## src/fgm_pkg.sv

```systemverilog
// Shared types, constants and helpers for the filtered group max selector.
package fgm_pkg;

    localparam int MEMBER_DEPTH = 1024;
    localparam int GROUP_DEPTH  = 1024;
    localparam int COR_BITS     = 16;
    localparam int ID_BITS      = 31;
    localparam int SLOT_BITS    = 10;

    localparam int MIDX_W = (MEMBER_DEPTH > 1) ? $clog2(MEMBER_DEPTH) : 1;
    localparam int GIDX_W = (GROUP_DEPTH > 1) ? $clog2(GROUP_DEPTH) : 1;
    localparam int MCNT_W = $clog2(MEMBER_DEPTH + 1);
    localparam int GCNT_W = $clog2(GROUP_DEPTH + 1);
    localparam int SCAN_W = (MCNT_W > GCNT_W) ? MCNT_W : GCNT_W;

    localparam int IN_BITS  = 2 + 2 * ID_BITS + COR_BITS + SLOT_BITS;
    localparam int IN_W     = ((IN_BITS + 7) / 8) * 8;
    localparam int OUT_BITS = 2 + 1 + 2 * ID_BITS + COR_BITS + GCNT_W;
    localparam int OUT_W    = ((OUT_BITS + 7) / 8) * 8;

    localparam logic [1:0] OP_LOAD = 2'd0;
    localparam logic [1:0] OP_REC  = 2'd1;
    localparam logic [1:0] OP_READ = 2'd2;

    localparam logic [1:0] STAT_OK       = 2'd0;
    localparam logic [1:0] STAT_FILTERED = 2'd1;
    localparam logic [1:0] STAT_GFULL    = 2'd2;
    localparam logic [1:0] STAT_MFULL    = 2'd3;

    typedef enum logic [1:0] {
        KIND_LOAD,
        KIND_REC,
        KIND_READ,
        KIND_NOP
    } kind_t;

    typedef enum logic [1:0] {
        ST_IDLE,
        ST_MSCAN,
        ST_GSCAN,
        ST_READ
    } state_t;

    typedef struct packed {
        kind_t                 kind;
        logic [ID_BITS-1:0]    fst;
        logic [ID_BITS-1:0]    snd;
        logic [COR_BITS-1:0]   cor;
        logic [SLOT_BITS-1:0]  slot;
    } item_t;

    // Magnitude of a two's complement code, read as unsigned.
    function automatic logic [COR_BITS-1:0] cor_mag(input logic [COR_BITS-1:0] c);
        cor_mag = c[COR_BITS-1] ? (~c + COR_BITS'(1)) : c;
    endfunction

endpackage

```

## src/fgm_fifo.sv

```systemverilog
// Two-entry queue between front end and engine.
module fgm_fifo (
    input  logic            aclk,
    input  logic            aresetn,
    input  logic            push,
    input  fgm_pkg::item_t  push_item,
    output logic            full,
    input  logic            pop,
    output logic            not_empty,
    output fgm_pkg::item_t  pop_item
);
    fgm_pkg::item_t slots_reg [2];
    logic       wptr_reg, wptr_next;
    logic       rptr_reg, rptr_next;
    logic [1:0] count_reg, count_next;

    assign full      = (count_reg == 2'd2);
    assign not_empty = (count_reg != 2'd0);
    assign pop_item  = slots_reg[rptr_reg];

    always_comb begin
        wptr_next  = wptr_reg ^ push;
        rptr_next  = rptr_reg ^ pop;
        count_next = count_reg + {1'b0, push} - {1'b0, pop};
    end

    always_ff @(posedge aclk) begin
        if (push) begin
            slots_reg[wptr_reg] <= push_item;
        end
        if (!aresetn) begin
            wptr_reg  <= 1'b0;
            rptr_reg  <= 1'b0;
            count_reg <= 2'd0;
        end else begin
            wptr_reg  <= wptr_next;
            rptr_reg  <= rptr_next;
            count_reg <= count_next;
        end
    end
endmodule

```

## config.mk

```make
export PLATFORM = sky130hd
export DESIGN_NAME = fgm_fifo
export DESIGN_NICKNAME = d
export VERILOG_FILES = /design/src/fgm_pkg.sv /design/src/fgm_fifo.sv
export SDC_FILE = /design/constraint.sdc
export NUM_CORES = 1
export LEC_CHECK = 0
export CORE_MARGIN = 2
export CORE_UTILIZATION = 30
export CTS_BUF_LIST = sky130_fd_sc_hd__clkbuf_8
export CTS_CLUSTER_DIAMETER = 80
export DETAILED_ROUTE_END_ITERATION = 6
export DONT_BUFFER_PORTS = 1
export SLEW_MARGIN = 10
export SYNTH_ARGS = -nofsm -noshare
export SYNTH_HDL_FRONTEND = slang
export SYNTH_SLANG_ARGS = --single-unit
```

## constraint.sdc

```tcl
create_clock -name aclk -period 8.5 [get_ports aclk]
set_input_delay 1.275 -clock aclk [delete_from_list [all_inputs] [get_ports aclk]]
set_output_delay 1.275 -clock aclk [all_outputs]
set_load 0.05 [all_outputs]
```

---- Yosys cells after proc, flatten, opt, wreduce, memory -nomap -nowiden ----
Memory sizes are Yosys's and may differ from the RTL's. A register that Yosys moved wholly into a read port is not among the register bits.
Index checks and enable logic that the tools add are counted.
storage, ports and cells
  bits in writable memories ............... 180
  word-level logic and storage cells ...... 13
  register bits after elaboration ......... 4
  output and inout bits ................... 92
  input port bits ......................... 94
  memories ................................ 1
memories
  name       words  bits a word  rd ports  clocked after memory_dff  write ports  RTL line        text
  slots_reg  2      90           1         1                         1            fgm_fifo.sv:12  fgm_pkg::item_t slots_reg [2];
operators by class
  eq/ne operators ......................... 1
  bitwise gates (word level) .............. 2
  reduce and logical (&&, ||, !) cells .... 1
  add/subtract/negate cells ............... 2
  muxes and demuxes ....................... 3
operator list
  operator                                     number
  1-bit two-way mux                            3
  2-bit by 1-bit adder with 2-bit output       1
  2-bit equality test, second input constant   1
  2-bit nonzero test                           1
  2-bit by 1-bit subtractor with 2-bit output  1
  1-bit XOR                                    2

---- Depth between registers and ports, before layout ----
  depth in word-level cells ............... 2
  gate-level depth with buffers ........... 6
  depth with buffers taken out ............ 6

---- Worst setup path before layout ----
Ideal clock, no wire load.
  path kind ............................... input port to flip-flop
  from .................................... in push
  to ...................................... mem slots_reg[0][0] (netlist name) (enable)
  setup time .............................. 0.459 ns
  stages .................................. 1
  setup slack ............................. 4.624 ns
  arrival ................................. 3.417 ns
  cell sequence ........................... ha_1
on the way
  cells in the longest elaborated chain, start to end .. 2
ends and longest elaborated chain
  what                                     RTL line        text
  from (decl)                              fgm_fifo.sv:5   input logic push,
  1-bit two-way mux                        fgm_fifo.sv:28  if (push) begin
  1-bit two-way mux (not written as such)  fgm_fifo.sv:29  slots_reg[wptr_reg] <= push_item;
  to (decl)                                fgm_fifo.sv:12
No other way between the ends.

==> flow_summary.ini <==
[synth]
synth-seq-area-share_pct = 76.6
syn-cell-area_um2 = 7180
syn_inst = 301
netlist.area_leader.share_pct = 75.2
yosysTopAreaCell = edfxtp_1
synth.most_common_cell = edfxtp_1
synth_ff_type = edfxtp_1
synth_nets = 399
synth_edf_count = 180
synth-async-reset-ratio_pct = 0
synthTopCellsByArea = edfxtp_1, mux2_4, buf_12, dfxtp_1, ha_1
synth_area_per_cell_um2 = 23.9
yosys_warnings = 0
ys_seq_elements = 185
synthTopCellsByCount = edfxtp_1, mux2_4, buf_12
ys_types = 12

[sta]
tns_ns = 0
relSlewSlack_pct = 31.9
finalCriticalPeriod_ns = 3.93
fmax_ghz = 0.254
rsz0062_at_grt = false
fin_skew_ns = 0.0168
setup_viol = 0
tightest_slew_ns = 1.02
slew_viol_final = 0
fin_crit_sh_pct = 46.2
hold_viol = 0

[detailed_routing]
post_drt_wl_per_cell_um = 19.0
m1WireLength_um = 4360
vias = 2688
dr_wl_met2_um = 6110
first_iter_violations = 108
highest_layer = met4
via_per_inst = 4.17
ant_nets = 0
drc = 0
first_pass_iters = 4
drt_wl_total_um = 12200
wl_met3_um = 1500

[power]
p_comb_share_pct = 17.7
power_leakage_uw = 0.00266
fin_total_pwr_uw = 1920
clkPwrFrac_pct = 25.6
power_density_nw_per_um2 = 247
switching_share_pct = 29.3
intPower_uw = 1360
irDropWorstVdd_mv = 0.106
p_switching_uw = 563
power_frac_seq_pct = 56.7

[cts]
cts.sinks = 185
cts_root_buf = clkbuf_8
clk_pin_slew_worst_paths_ns = 0.09
hold_buffers = 0
cts_buffer_depth = 2
insertion_delay_ns = 0.44
h-tree-depth = 4
cts_resized = 0
cts_tree = yes
cts_buffers = 17
cts_setup_buffers = 0

[floorplanning]
die_h_um = 159
start_util_pct = 30.6
die_w_um = 159
rows = 56
core_um2 = 23500
dieArea_um2 = 25200
num_io_pins = 186

[flow_run]
cap_violations = 0

[global_route]
grt_overflow = 0
grtUsageTotal_pct = 9.85
grt_first_pass_wirelength_um = 18300
grt_pass1_vias = 2954
antenna_found_initial = 0
grt_max_degree = 57

[setup_path]
worstPathRequired_ns = 7.22
critPathKind = reg -> out
crit_arrival_ns = 2.66
worstSetupEndpointType = output port
start_kind = flip-flop
critPathMaxFanout = 56

[cells_and_area]
antenna_cells = 0
final_area_um2 = 7760
drive_gt1_share_pct = 38.2
area_growth_pct = 8.05
nFillCells = 2229
layout.nets = 411
largest_register_ffs = 180

[outcome]
status = finished, final reports clean

[placed_design]
place_congestion = 0.674
placed_cell_area_um2 = 7440
io_buffers = 0

[min_path]
hp-class = reg -> reg
[area by class of cell]
type | count | area [um2] | area share (%)
timing repair buffer | 3 | 22.5 | 0.290
sequential | 185 | 5510 | 71.0
clock buffer | 17 | 234 | 3.01
multi-input combinational | 103 | 1500 | 19.3
inverter | 3 | 11.3 | 0.145
clock inverter | 14 | 85.1 | 1.10
tap | 319 | 399 | 5.14
[per-stage QoR]
stage | setup WS (ns) | hold WS [ns] | utilization [%] | std cells
after detailed placement | 4.97 | 0.580 | 31.7 | 613
after CTS | 4.45 | 0.603 | 33.1 | 644
final | 4.57 | 0.594 | 33.1 | 644
after global placement | 5.02 | 0.572 | 31.7 | 613
after global routing | 4.40 | 0.622 | 33.1 | 644
after floorplan | 4.62 | 0.521 | - | 301
[cells by family (layout without fill, tap and decap cells)]
group                      after synthesis  after routing  synth area share (%)
DFF                                    185            185                  76.6
buffers and inverters                   13             37                  2.82
muxes                                   90             90                  18.8
adders and majority gates                4              4                 0.697
xor gates and xnor gates                 2              2                 0.435
and+or+nand+nor                          7              7                 0.610
[worst max-delay path, stage by stage, from the launching register on]
cell and delay, ns:
dfxtp_4 0.77, buf_4 0.90, mux2_4 0.45
[path summary, 6_finish.rpt]
path,endpoint,cells after the start,slack [ns],startpoint
worst max-delay path,pop_item[9],2,4.57,flip-flop
worst min-delay path,flip-flop,2,0.59,rptr_reg
worst max register to register,slots_reg[0][41],3,6.44,wptr_reg
worst min register to register,flip-flop,2,0.59,rptr_reg
[layout by cell type (no fill, tap or decap), drive strengths merged]
master / count
clkinvlp: 2
nor2b: 3
mux2: 90
ha: 4
or2: 1
xor2: 1
and2: 3
inv: 4
buf: 3
xnor3: 1
edfxtp: 180
clkinv: 11
dfxtp: 5
clkbuf: 17
[layer usage]
layer / up-vias / track usage, %
li1: 1200 / -
met1: 1358 / 9.65
met2: 118 / 16.2
met3: 12 / 6.48
met4: 0 / 4.46
met5: - / 0
[power by group through the flow]
stage / clock network [uW] / registers, uW / logic [uW]
floorplan: 0 / 1100 / 340
global placement: 0 / 1110 / 343
detailed placement: 0 / 1110 / 346
CTS: 517 / 1090 / 347
global route: 555 / 1090 / 353
finish: 492 / 1090 / 341
(Power assumes the default switching activity.)
